## src/rtl/pfns_pkg.sv

```systemverilog
// ============================================================================
// Prefix filter next-character set: shared package
// Request and response types, item kinds, error codes and status values.
// ============================================================================
package pfns_pkg;

    // Prefix store depth; the usable prefix length is the smaller of this
    // and the line length limit.
    localparam int PREFIX_DEPTH = 128;

    localparam logic [7:0] NEWLINE_BYTE = 8'h0A;
    localparam logic [7:0] NUL_BYTE     = 8'h00;

    // Request kinds.
    localparam logic [2:0] KIND_CLEAR  = 3'd0;
    localparam logic [2:0] KIND_PREFIX = 3'd1;
    localparam logic [2:0] KIND_LINE   = 3'd2;
    localparam logic [2:0] KIND_EOL    = 3'd3;
    localparam logic [2:0] KIND_REPORT = 3'd4;
    localparam logic [2:0] KIND_READ   = 3'd5;

    // Sticky error codes.
    localparam logic [1:0] ERR_NONE   = 2'd0;
    localparam logic [1:0] ERR_LINE   = 2'd1;
    localparam logic [1:0] ERR_PREFIX = 2'd2;

    typedef enum logic [2:0] {
        ST_NOT_FOUND   = 3'd0,
        ST_FOUND       = 3'd1,
        ST_ENABLE      = 3'd2,
        ST_LINE_LONG   = 3'd3,
        ST_PREFIX_LONG = 3'd4
    } t_status;

    typedef struct packed {
        logic [2:0] kind;
        logic [7:0] char_value;
        logic [6:0] read_index;
    } t_in_req;

    typedef struct packed {
        logic [2:0]  status;
        logic [15:0] match_count;
        logic [1:0]  mask_index;
        logic [63:0] mask_word;
        logic [7:0]  found_length;
        logic [7:0]  found_char;
        logic        last;
    } t_out_rsp;

    // Next-character set as four 64-bit quarters.
    typedef logic [3:0][63:0] t_set;

    // Query state as seen by a report or read at the moment it is accepted.
    typedef struct packed {
        t_status     status;
        logic [15:0] match_count;
        logic [7:0]  found_length;
        logic        rd_hit;
    } t_snap;

    // Line store write port.
    typedef struct packed {
        logic       en;
        logic       bank;
        logic [7:0] pos;
        logic [7:0] data;
    } t_lwr;

    // Line store read port.
    typedef struct packed {
        logic       en;
        logic       bank;
        logic [6:0] index;
    } t_lrd;

endpackage

```

## src/rtl/prefix_filter_next_char_set_core.sv

```systemverilog
// ============================================================================
// Prefix filter next-character set: top level
// Byte-stream prefix filter producing match status and next-character set.
// ============================================================================
// The block takes one request per cycle; only a report or read can stall,
// while the response sequencer is busy. Prefix bytes, line bytes, end of
// line and clear are absorbed at full rate, as each at most writes the
// prefix or line memory and touches a few counters; the prefix compare for
// a line byte reads the prefix memory and resolves in the following cycle.
// A read of the stored matching line returns one result; reads may follow
// each other every cycle while the output is not stalled. A report
// returns four results, one 64-bit quarter of the set per cycle while the
// output is not stalled, and holds the sequencer until its last quarter is
// issued. Results sit in an output register, so new requests are taken
// while a result still waits for the consumer. No memory needs clearing
// after reset. A line over LINE_CHARS bytes or a prefix over the usable
// prefix length sets a sticky error that only a clear or reset removes.
module prefix_filter_next_char_set_core #(
    parameter int LINE_CHARS = 128
) (
    input  logic               i_clk,
    input  logic               i_rst_n,
    input  logic               i_in_valid,
    output logic               o_in_stall,
    input  pfns_pkg::t_in_req  i_in,
    output logic               o_out_valid,
    input  logic               i_out_stall,
    output pfns_pkg::t_out_rsp o_out
);

    logic            w_acc;
    logic            w_free;
    logic            w_makes_result;
    pfns_pkg::t_snap w_snap;
    pfns_pkg::t_set  w_set;
    pfns_pkg::t_lwr  w_lwr;
    pfns_pkg::t_lrd  w_lrd;
    logic [7:0]      w_rd_data;

    // Only reports and reads need the response sequencer; everything else
    // is accepted regardless of the output side.
    assign w_makes_result = (i_in.kind == pfns_pkg::KIND_REPORT)
                            || (i_in.kind == pfns_pkg::KIND_READ);
    assign o_in_stall     = w_makes_result && !w_free;
    assign w_acc          = i_in_valid && !o_in_stall;

    pfns_core #(
        .LINE_CHARS (LINE_CHARS)
    ) u_core (
        .i_clk   (i_clk),
        .i_rst_n (i_rst_n),
        .i_acc   (w_acc),
        .i_req   (i_in),
        .o_snap  (w_snap),
        .o_set   (w_set),
        .o_lwr   (w_lwr),
        .o_lrd   (w_lrd)
    );

    pfns_line_store #(
        .LINE_CHARS (LINE_CHARS)
    ) u_line_store (
        .i_clk     (i_clk),
        .i_lwr     (w_lwr),
        .i_lrd     (w_lrd),
        .o_rd_data (w_rd_data)
    );

    pfns_resp u_resp (
        .i_clk       (i_clk),
        .i_rst_n     (i_rst_n),
        .i_acc       (w_acc),
        .i_kind      (i_in.kind),
        .i_snap      (w_snap),
        .i_set       (w_set),
        .i_rd_data   (w_rd_data),
        .i_out_stall (i_out_stall),
        .o_free      (w_free),
        .o_out_valid (o_out_valid),
        .o_out       (o_out)
    );

endmodule

```

## src/rtl/pfns_line_store.sv

```systemverilog
// ============================================================================
// Prefix filter next-character set: line store
// Two-bank byte memory holding the line being received and the last match.
// ============================================================================
module pfns_line_store #(
    parameter int LINE_CHARS = 128
) (
    input  logic            i_clk,
    input  pfns_pkg::t_lwr  i_lwr,
    input  pfns_pkg::t_lrd  i_lrd,
    output logic [7:0]      o_rd_data
);

    localparam int PW    = (LINE_CHARS > 2) ? $clog2(LINE_CHARS) : 1;
    localparam int DEPTH = 2 * (1 << PW);

    logic [7:0] r_mem [DEPTH];
    logic [7:0] r_rd_data;
    logic [7:0] w_ri8;

    assign w_ri8 = {1'b0, i_lrd.index};

    // The write goes to the working bank and the read to the found bank,
    // so the two never touch the same entry.
    always_ff @(posedge i_clk) begin
        if (i_lwr.en) begin
            r_mem[{i_lwr.bank, i_lwr.pos[PW-1:0]}] <= i_lwr.data;
        end
        if (i_lrd.en) begin
            r_rd_data <= r_mem[{i_lrd.bank, w_ri8[PW-1:0]}];
        end
    end

    assign o_rd_data = r_rd_data;

endmodule

```

## src/rtl/pfns_core.sv

```systemverilog
// ============================================================================
// Prefix filter next-character set: query state
// Prefix store, per-line compare, next-character set, count and error.
// ============================================================================
module pfns_core #(
    parameter int LINE_CHARS = 128
) (
    input  logic              i_clk,
    input  logic              i_rst_n,
    input  logic              i_acc,
    input  pfns_pkg::t_in_req i_req,
    output pfns_pkg::t_snap   o_snap,
    output pfns_pkg::t_set    o_set,
    output pfns_pkg::t_lwr    o_lwr,
    output pfns_pkg::t_lrd    o_lrd
);

    localparam int PLIM = (LINE_CHARS < pfns_pkg::PREFIX_DEPTH) ? LINE_CHARS
                                                                : pfns_pkg::PREFIX_DEPTH;
    localparam logic [7:0] PLIM8 = 8'(PLIM);
    localparam logic [7:0] LC8   = 8'(LINE_CHARS);

    logic [7:0]   r_pre_mem [pfns_pkg::PREFIX_DEPTH];
    logic [7:0]   r_pre_rd;
    logic [7:0]   r_cmp_char, n_cmp_char;
    logic         r_cmp_valid, n_cmp_valid;
    logic [7:0]   r_plen, n_plen;
    logic         r_bank, n_bank;
    logic [7:0]   r_slen, n_slen;
    logic [7:0]   r_lpos, n_lpos;
    logic         r_mis, n_mis;
    logic [7:0]   r_follow, n_follow;
    logic [255:0] r_set, n_set;
    logic [15:0]  r_count, n_count;
    logic [1:0]   r_err, n_err;

    logic [7:0] w_c;
    logic       w_mis;
    logic       w_ok;
    logic       w_clear;
    logic       w_do_prefix, w_pre_ovf, w_pre_wr;
    logic       w_line, w_end_byte, w_eol, w_lchar, w_line_ovf, w_lwr;
    logic       w_cmp, w_follow, w_hit;
    logic [7:0] w_bit;
    pfns_pkg::t_status w_status;

    function automatic logic [7:0] upcase(input logic [7:0] c);
        logic [7:0] r;
        r = c;
        if (c >= 8'h61 && c <= 8'h7A) begin
            r = c - 8'd32;
        end
        return r;
    endfunction

    assign w_c = upcase(i_req.char_value);

    // The compare for the previous line byte resolves in the following cycle,
    // out of the prefix memory; it is folded in here so an end of line right
    // behind it still sees the full result.
    assign w_mis = r_mis | (r_cmp_valid & (r_pre_rd != r_cmp_char));

    assign w_ok        = i_acc && (r_err == pfns_pkg::ERR_NONE);
    assign w_clear     = i_acc && (i_req.kind == pfns_pkg::KIND_CLEAR);
    assign w_do_prefix = w_ok && (i_req.kind == pfns_pkg::KIND_PREFIX)
                         && (w_c != pfns_pkg::NUL_BYTE);
    assign w_pre_ovf   = w_do_prefix && (r_plen >= PLIM8);
    assign w_pre_wr    = w_do_prefix && !w_pre_ovf;
    assign w_line      = w_ok && (i_req.kind == pfns_pkg::KIND_LINE);
    assign w_end_byte  = (w_c == pfns_pkg::NUL_BYTE) || (w_c == pfns_pkg::NEWLINE_BYTE);
    assign w_eol       = (w_line && w_end_byte)
                         || (w_ok && (i_req.kind == pfns_pkg::KIND_EOL));
    assign w_lchar     = w_line && !w_end_byte;
    assign w_line_ovf  = w_lchar && (r_lpos >= LC8);
    assign w_lwr       = w_lchar && !w_line_ovf;
    assign w_cmp       = w_lwr && (r_lpos < r_plen);
    assign w_follow    = w_lwr && (r_lpos == r_plen);
    assign w_hit       = w_eol && !w_mis && (r_lpos >= r_plen);
    assign w_bit       = (r_lpos == r_plen) ? 8'd0 : r_follow;

    always_comb begin
        n_plen      = r_plen;
        n_bank      = r_bank;
        n_slen      = r_slen;
        n_lpos      = r_lpos;
        n_mis       = w_mis;
        n_follow    = r_follow;
        n_set       = r_set;
        n_count     = r_count;
        n_err       = r_err;
        n_cmp_valid = 1'b0;
        n_cmp_char  = r_cmp_char;
        if (w_clear) begin
            n_plen   = '0;
            n_bank   = 1'b0;
            n_slen   = '0;
            n_lpos   = '0;
            n_mis    = 1'b0;
            n_follow = '0;
            n_set    = '0;
            n_count  = '0;
            n_err    = pfns_pkg::ERR_NONE;
        end else begin
            if (w_pre_wr) begin
                n_plen = r_plen + 8'd1;
            end
            if (w_pre_ovf) begin
                n_err = pfns_pkg::ERR_PREFIX;
            end
            if (w_line_ovf) begin
                n_err = pfns_pkg::ERR_LINE;
            end
            if (w_lwr) begin
                n_lpos = r_lpos + 8'd1;
                if (w_cmp) begin
                    n_cmp_valid = 1'b1;
                    n_cmp_char  = w_c;
                end
                if (w_follow) begin
                    n_follow = w_c;
                end
            end
            if (w_eol) begin
                if (w_hit) begin
                    n_set[w_bit] = 1'b1;
                    if (r_count != 16'hFFFF) begin
                        n_count = r_count + 16'd1;
                    end
                    n_bank = ~r_bank;
                    n_slen = r_lpos;
                end
                n_lpos   = '0;
                n_mis    = 1'b0;
                n_follow = '0;
            end
        end
    end

    always_ff @(posedge i_clk) begin
        if (!i_rst_n) begin
            r_plen      <= '0;
            r_bank      <= 1'b0;
            r_slen      <= '0;
            r_lpos      <= '0;
            r_mis       <= 1'b0;
            r_follow    <= '0;
            r_set       <= '0;
            r_count     <= '0;
            r_err       <= pfns_pkg::ERR_NONE;
            r_cmp_valid <= 1'b0;
        end else begin
            r_plen      <= n_plen;
            r_bank      <= n_bank;
            r_slen      <= n_slen;
            r_lpos      <= n_lpos;
            r_mis       <= n_mis;
            r_follow    <= n_follow;
            r_set       <= n_set;
            r_count     <= n_count;
            r_err       <= n_err;
            r_cmp_valid <= n_cmp_valid;
        end
    end

    always_ff @(posedge i_clk) begin
        r_cmp_char <= n_cmp_char;
    end

    // Prefix memory. A prefix byte is written at its accept edge, so a line
    // byte accepted after it already reads it.
    always_ff @(posedge i_clk) begin
        if (w_pre_wr) begin
            r_pre_mem[r_plen[6:0]] <= w_c;
        end
        if (w_cmp) begin
            r_pre_rd <= r_pre_mem[r_lpos[6:0]];
        end
    end

    always_comb begin
        priority if (r_err == pfns_pkg::ERR_LINE) begin
            w_status = pfns_pkg::ST_LINE_LONG;
        end else if (r_err == pfns_pkg::ERR_PREFIX) begin
            w_status = pfns_pkg::ST_PREFIX_LONG;
        end else if (r_count == 16'd0) begin
            w_status = pfns_pkg::ST_NOT_FOUND;
        end else if (r_count == 16'd1) begin
            w_status = pfns_pkg::ST_FOUND;
        end else begin
            w_status = pfns_pkg::ST_ENABLE;
        end
    end

    assign o_snap.status       = w_status;
    assign o_snap.match_count  = r_count;
    assign o_snap.found_length = r_slen;
    assign o_snap.rd_hit       = ({1'b0, i_req.read_index} < r_slen)
                                 && ({1'b0, i_req.read_index} < LC8);

    assign o_set = pfns_pkg::t_set'(r_set);

    assign o_lwr.en   = w_lwr;
    assign o_lwr.bank = ~r_bank;
    assign o_lwr.pos  = r_lpos;
    assign o_lwr.data = w_c;

    assign o_lrd.en    = i_acc && (i_req.kind == pfns_pkg::KIND_READ);
    assign o_lrd.bank  = r_bank;
    assign o_lrd.index = i_req.read_index;

    a_err_sticky: assert property (@(posedge i_clk) disable iff (!i_rst_n)
        (r_err != pfns_pkg::ERR_NONE) && !w_clear |=> r_err == $past(r_err))
        else $error("sticky error changed without a clear");

    a_bounds: assert property (@(posedge i_clk) disable iff (!i_rst_n)
        (r_lpos <= LC8) && (r_plen <= PLIM8))
        else $error("line position or prefix length out of range");

    a_hit_counts: assert property (@(posedge i_clk) disable iff (!i_rst_n)
        w_hit && !w_clear |=> (r_count != 16'd0) && (r_set != '0))
        else $error("matching line left no count or set bit");

endmodule

```

## src/rtl/pfns_resp.sv

```systemverilog
// ============================================================================
// Prefix filter next-character set: response sequencer
// Holds one report or read and issues its results into the output register.
// ============================================================================
module pfns_resp (
    input  logic               i_clk,
    input  logic               i_rst_n,
    input  logic               i_acc,
    input  logic [2:0]         i_kind,
    input  pfns_pkg::t_snap    i_snap,
    input  pfns_pkg::t_set     i_set,
    input  logic [7:0]         i_rd_data,
    input  logic               i_out_stall,
    output logic               o_free,
    output logic               o_out_valid,
    output pfns_pkg::t_out_rsp o_out
);

    logic               r_s1_valid, n_s1_valid;
    logic               r_s1_report;
    logic [1:0]         r_beat, n_beat;
    pfns_pkg::t_snap    r_s1_snap;
    pfns_pkg::t_set     r_s1_set;
    logic               r_out_valid, n_out_valid;
    pfns_pkg::t_out_rsp r_out;
    pfns_pkg::t_out_rsp w_out;

    logic w_load, w_adv, w_done;

    assign w_load = i_acc && ((i_kind == pfns_pkg::KIND_REPORT)
                              || (i_kind == pfns_pkg::KIND_READ));
    assign w_adv  = r_s1_valid && (!r_out_valid || !i_out_stall);
    assign w_done = w_adv && (!r_s1_report || (r_beat == 2'd3));
    assign o_free = !r_s1_valid || w_done;

    always_comb begin
        w_out.status       = r_s1_snap.status;
        w_out.match_count  = r_s1_snap.match_count;
        w_out.found_length = r_s1_snap.found_length;
        if (r_s1_report) begin
            w_out.mask_index = r_beat;
            w_out.mask_word  = r_s1_set[r_beat];
            w_out.found_char = '0;
            w_out.last       = (r_beat == 2'd3);
        end else begin
            w_out.mask_index = '0;
            w_out.mask_word  = '0;
            w_out.found_char = r_s1_snap.rd_hit ? i_rd_data : 8'd0;
            w_out.last       = 1'b1;
        end
    end

    always_comb begin
        n_s1_valid = r_s1_valid;
        n_beat     = r_beat;
        if (w_load) begin
            n_s1_valid = 1'b1;
            n_beat     = '0;
        end else if (w_done) begin
            n_s1_valid = 1'b0;
        end else if (w_adv) begin
            n_beat = r_beat + 2'd1;
        end
        n_out_valid = r_out_valid;
        if (w_adv) begin
            n_out_valid = 1'b1;
        end else if (!i_out_stall) begin
            n_out_valid = 1'b0;
        end
    end

    always_ff @(posedge i_clk) begin
        if (!i_rst_n) begin
            r_s1_valid  <= 1'b0;
            r_beat      <= '0;
            r_out_valid <= 1'b0;
        end else begin
            r_s1_valid  <= n_s1_valid;
            r_beat      <= n_beat;
            r_out_valid <= n_out_valid;
        end
    end

    always_ff @(posedge i_clk) begin
        if (w_load) begin
            r_s1_report <= (i_kind == pfns_pkg::KIND_REPORT);
            r_s1_snap   <= i_snap;
            r_s1_set    <= i_set;
        end
        if (w_adv) begin
            r_out <= w_out;
        end
    end

    assign o_out_valid = r_out_valid;
    assign o_out       = r_out;

    a_no_overrun: assert property (@(posedge i_clk) disable iff (!i_rst_n)
        w_load |-> o_free)
        else $error("request taken while a response was still pending");

    a_read_one_beat: assert property (@(posedge i_clk) disable iff (!i_rst_n)
        r_s1_valid && !r_s1_report |-> r_beat == 2'd0)
        else $error("read response advanced past its single result");

    a_report_last: assert property (@(posedge i_clk) disable iff (!i_rst_n)
        w_adv && r_s1_report && (r_beat == 2'd3) |=> o_out_valid && o_out.last)
        else $error("final report word not marked last");

endmodule
```

## config.mk

```make
export PLATFORM = sky130hd
export DESIGN_NAME = prefix_filter_next_char_set_core
export DESIGN_NICKNAME = d
export VERILOG_FILES = /design/src/rtl/pfns_pkg.sv /design/src/rtl/prefix_filter_next_char_set_core.sv /design/src/rtl/pfns_line_store.sv /design/src/rtl/pfns_core.sv /design/src/rtl/pfns_resp.sv
export SDC_FILE = /design/constraint.sdc
export NUM_CORES = 2
export LEC_CHECK = 0
export ABC_AREA = 0
export BUFFER_PORTS_ARGS = -buffer_cell sky130_fd_sc_hd__buf_2
export CAP_MARGIN = 20
export CORE_ASPECT_RATIO = 0.7
export CORE_MARGIN = 2
export CORE_UTILIZATION = 57
export DETAILED_ROUTE_END_ITERATION = 16
export MAX_ROUTING_LAYER = met4
export PLACE_DENSITY_LB_ADDON = 0.08
export SETUP_SLACK_MARGIN = 0.2
export SLEW_MARGIN = 20
export SYNTH_ARGS = -nofsm -noshare
export SYNTH_HDL_FRONTEND = slang
export SYNTH_SLANG_ARGS = --single-unit
```

## constraint.sdc

```tcl
create_clock -name i_clk -period 45.3 [get_ports i_clk]
set_input_delay 9.06 -clock i_clk [delete_from_list [all_inputs] [get_ports i_clk]]
set_output_delay 9.06 -clock i_clk [all_outputs]
set_load 0.005 [all_outputs]
```

* Yosys cells after proc, flatten, opt, wreduce, memory -nomap -nowiden *
Memories as Yosys holds them, arrays and structs flattened. A register that Yosys moved wholly into a read port is not among the register bits.
Cells that the tools add are included.

word-level totals
  flip-flop bits (word level) = 708
  RAM bits = 3,072
  input bits = 22
  output and inout bits = 104
  memories kept = 2

operators by class
  $add $sub $neg = 5
  $lt $le $gt $ge = 10
  eq/ne operators = 14
  mux-type cells = 20
  bitwise logic cells = 9
  reductions and logical operators = 58

memory list
  name                depth  bits a word  rd ports  clocked after Yosys merged registers in  write ports  RTL line               text
  u_line_store.r_mem  256    8            1         1                                        1            pfns_line_store.sv:17  logic [7:0] r_mem [DEPTH];
  u_core.r_pre_mem    128    8            1         1                                        1            pfns_core.sv:23        logic [7:0] r_pre_mem [pfns_pkg::PREFIX_DEPTH];

operators with widths
  operator                                              number
  bitwise OR 256 bit                                    1
  binary-select mux 64 bit (select 2 bit)               1
  two-way mux 64 bit                                    1
  logical AND 1 bit                                     24
  adder 16 x 1 -> 16 bit, second input constant         1
  adder 8 x 1 -> 8 bit, second input constant           2
  equality test 16 x 1 -> 1 bit, second input constant  1
  >= comparator 8 bit, second input constant            2
  zero test 16 bit                                      1
  two-way mux 8 bit                                     2
  inequality test 16 bit, second input constant         1
  two-way mux 1 bit                                     12
  zero test 1 bit                                       10
  < comparator 8 x 9 -> 1 bit, second input constant    1
  OR reduction 3 bit                                    3
  demux 1 bit (select 8 bit)                            1
  equality test 8 x 4 -> 1 bit, second input constant   1
  equality test 8 bit                                   1
  >= comparator 8 x 1 -> 1 bit, second input constant   1
  >= comparator 8 x 7 -> 1 bit, second input constant   1
  >= comparator 8 bit                                   1
  <= comparator 8 x 7 -> 1 bit, second input constant   1
  zero test 8 bit                                       1
  < comparator 7 x 8 -> 1 bit                           1
  24 further kinds                                      44

* Longest topological paths before layout *
  depth in word-level cells = 17
  depth in mapped cells = 15
  mapped depth without buffers = 9

* Hierarchy *
A second synthesis with hierarchy kept.

second synthesis, totals
  cells, all modules = 7,518
  area total of the unflattened synthesis = 145,140.5 sq um

modules (own cells, without submodules)
  module                            instances  cells an instance  area each (sq um)
  pfns_line_store                   1          3,733              79,636.4
  pfns_core                         1          3,212              51,589.5
  pfns_resp                         1          571                13,895.8
  prefix_filter_next_char_set_core  1          2                  18.8

* Worst setup path before layout *
No wires, ideal clock.

  path type = in2reg
  start = input port i_in[16] (netlist bit)
  end = register u_line_store.r_rd_data[0], in the netlist u_line_store.o_rd_data[0] (read register of u_line_store.r_mem), enable pin
  library setup time = 0.342 ns
  arrival time = 23.345 ns
  required time = 44.958 ns
  path slack = 21.613 ns
  stages on the path = 4
  cells stage by stage = nand2b_1 > or2_2 > nor2b_1 > and2_1

RTL lines
  item             RTL line                                text
  start, declared  prefix_filter_next_char_set_core.sv:25  input pfns_pkg::t_in_req i_in,
  end, declared    pfns_line_store.sv:18                   logic [7:0] r_rd_data;

* Final worst setup path *
  start = input port i_out_stall
  end = output port o_in_stall

between the ends
  longest elaborated chain between the ends = 7

ends and longest elaborated chain
  item               RTL line                                text
  start, declared    prefix_filter_next_char_set_core.sv:27  input logic i_out_stall,
  zero test 1 bit    pfns_resp.sv:32                         assign w_adv = r_s1_valid && (!r_out_valid || !i_out_stall);
  logical OR 1 bit   pfns_resp.sv:32
  logical AND 1 bit  pfns_resp.sv:32
  logical AND 1 bit  pfns_resp.sv:33                         assign w_done = w_adv && (!r_s1_report || (r_beat == 2'd3));
  logical OR 1 bit   pfns_resp.sv:34                         assign o_free = !r_s1_valid || w_done;
  zero test 1 bit    prefix_filter_next_char_set_core.sv:44  assign o_in_stall = w_makes_result && !w_free;
  logical AND 1 bit  prefix_filter_next_char_set_core.sv:44
  end, declared      prefix_filter_next_char_set_core.sv:24  output logic o_in_stall,

Every way passes these cells.

==> flow_metrics.tcl <==
set metrics [dict create \
    status "finished, final reports clean" \
    r2r_end "u_core.r_pre_rd[2]" \
    cts_tree "done" \
    drt-initial-drc-count 8954 \
    hold_start "u_resp.r_s1_snap[7]" \
    ys_ff_latch 3796 \
    multi_input_area_mm2 0.0309 \
    hp-class "reg -> reg" \
    ctsHoldBuffers 0 \
    hold_slack_ns 0.412 \
    topRoutingLayerUsed "met4" \
    rsz0062_at_grt "no" \
    die_w_um 604 \
    wl_per_cell_um 30.5 \
    yosysWarnings 0 \
    fin_skew_ns 0.0270 \
    post_cts_resized 0 \
    start_util_pct 57.2 \
    wl_met1_um 146000 \
    grt_pass1_vias 69700 \
    p_per_area_mw_per_mm2 43.8 \
    drive_above_1_share_pct 21.3 \
    overflow 0 \
    rows 154 \
    grt_max_degree 210 \
    syn_to_final_growth_pct 10.8 \
    synth-async-reset-ratio_pct 0 \
    cpMostUsedCell "buf_2" \
    drv_cap 0 \
    grt_pass1_wl_um 489000 \
    ant_nets 0 \
    dieHeight_um 424 \
    cts_buffers 351 \
    avgSynthCellArea_um2 19.9 \
    core_area_mm2 0.251 \
    period_share_pct 41.9 \
    cts_sinks 3796 \
    worstPathArrival_ns 9.92 \
    worstSetupPathType "in -> out" \
    grt_usage_pct 27.2 \
    cp-end-kind "output port" \
    p_leak_nw 48.6 \
    slew_viol_final 0 \
    min_period_ns 18.98 \
    layout_commonest_cell "edfxtp_1" \
    r2r_start "u_core.r_lpos[0]" \
    ff2ff_path_depth 9 \
    cp_cell_sequence "buf_2, and2_1, o21ai_0, nor2_1, buf_2" \
    nFillCells 17100 \
    wl_met3_um 32900 \
    routed_wl_um 337000 \
    crit_path_start_kind "primary input" \
    critPathMaxFanout 3 \
    worst_pin_slew_ns 1.17 \
    power.switching_mw 1.42 \
    final_cell_mix "edfxtp_1, mux4_2, nor2_1, nand2_1, clkbuf_16" \
    ioPinCount 126 \
    final_nets 7449 \
    antenna_found_initial 12 \
    crit_family "compound AO/OA/AOI/OAI gates" \
    root_buffer "clkbuf_16" \
    first_pass_iters 5 \
    clock_path_buffers 4 \
    gp_congestion 0.863 \
    drt-vias-per-instance 6.40 \
    slowest_stage "o21ai_0" \
    p_comb_share_pct 3.3 \
    synth_area_mm2 0.143 \
    synth_edf_count 3483 \
    pwr-share-clk_pct 41.6 \
    setup_viol 0 \
    vias 70600 \
    drcViolationCount 0 \
    required_ns 36.24 \
    h-tree-depth 5 \
    dr_wl_met2_um 150000 \
    relSlewSlack_pct 21.8 \
    place.port_buffers 125 \
    synthesis.nets 7261 \
    postSynthCellCount 7214 \
    clk_latency_ns 0.88 \
    hold_path_end "u_resp.o_out[15]" \
    holdPathStages 0 \
    slowest_delay_ns 0.32 \
    synth_ff_type "edfxtp_1" \
    die_area_mm2 0.256 \
    yosysSeqAreaShare_pct 77.3 \
    seq_area_mm2 0.111 \
    fmax_ghz 0.0527 \
    p_sw_share_pct 20.4 \
    sequentialPowerShare_pct 55.1 \
    ff2ff_setup_slack_ns 39.25 \
    ir_drop_v 0.0000272 \
    fin_tns_setup_ns 0 \
    hold_violations 0 \
    cp_num_buf_inv 2 \
    post_cts_buffers 0 \
    p_int_mw 5.54 \
    clk_transition_reported_paths_ns 0.07 \
    ys_types 65 \
    hpwl_um 199000 \
]
-- Yosys cell counts (all sizes together) (20+ instances only) --
master,number,share of area [%]
a21oi,52,0.18
a221oi,61,0.37
a22o,73,0.45
a22oi,63,0.33
and2,84,0.37
buf,181,0.64
clkbuf,237,0.62
dfxtp,313,4.4
edfxtp,3483,73
ha,25,0.22
inv,31,0.081
mux2i,80,0.56
mux4,842,13
nand2,391,1.0
nand2b,21,0.092
nand3,55,0.19
nand4,27,0.12
nor2,518,1.4
nor2b,25,0.11
nor3,76,0.27
nor4,20,0.087
o211ai,28,0.15
o21ai,257,0.90
o22ai,87,0.38
xnor2,22,0.13
-- power groups by stage --
stage	registers [mW]	logic, mW	clock network (mW)
global placement	3.91	0.230	0
global route	3.83	0.249	3.07
detailed placement	3.91	0.235	0
floorplan	3.92	0.132	0
finish	3.84	0.233	2.89
CTS	3.84	0.235	2.93
-- kinds of logic after synthesis --
kind of cell | count (synthesis) | synth area share [%]
flip-flops | 3796 | 77.3
AND/OR/NAND/NOR | 1266 | 3.86
multiplexers | 932 | 13.9
AO/OA/AOI/OAI | 710 | 3.25
buffers and inverters | 449 | 1.34
XOR/XNOR | 36 | 0.220
adder cells (fa/ha/maj) | 25 | 0.218
-- state kept, by name (all words and copies together) (netlist names), 2 cells and up --
register                count
u_line_store.r_mem       2048
u_core.r_pre_rd             8
u_core.r_err                2
u_resp.r_beat               2
u_core.r_follow             8
u_core.r_pre_mem         1024
u_core.r_plen               8
u_core.r_lpos               8
u_core.r_count             16
u_resp.o_out              102
u_line_store.o_rd_data      8
u_resp.r_s1_set           256
u_core.o_set              256
u_core.r_slen               8
u_resp.r_s1_snap           28
u_core.r_cmp_char           8
-- routing by layer --
metal,track usage [%],up-vias
met3,6.17,468
met1,41.4,37300
met5,-,-
met2,38.0,3125
met4,6.43,0
li1,-,29700
-- worst max path at each step --
stage,start,cells after the start,to
after global routing,i_out_stall,5,o_in_stall
after detailed placement,i_out_stall,5,o_in_stall
after global placement,i_out_stall,5,o_in_stall
after CTS,i_out_stall,5,o_in_stall
final,i_out_stall,5,o_in_stall
after floorplan,i_in[16],4,u_line_store.o_rd_data[0]
-- stage by stage --
| step | instances | utilization, % | total power, mW | cell area, um2 | setup slack (ns) |
|---|---|---|---|---|---|
| after detailed placement | 10400 | 58.9 | 4.15 | 148000 | 26.32 |
| final | 11000 | 63.3 | 6.96 | 159000 | 26.32 |
| after global routing | 11000 | 63.3 | 7.15 | 159000 | 26.25 |
| after CTS | 11000 | 63.3 | 7.00 | 159000 | 26.32 |
| after global placement | 10400 | 58.9 | 4.14 | 148000 | 26.31 |
| after floorplan | 7214 | - | 4.05 | 143000 | 21.61 |
-- final cells by class --
type / count / area share, %
inverters: 31 / 0.0732
clock inverters: 167 / 0.924
flip-flops and latches: 3796 / 69.7
repair buffers: 253 / 1.14
diodes: 3 / 0.00472
multi-input cells: 2969 / 19.4
well taps: 3354 / 2.64
clock buffers: 464 / 6.03
Note: power is estimated with default switching activity, not from simulation.
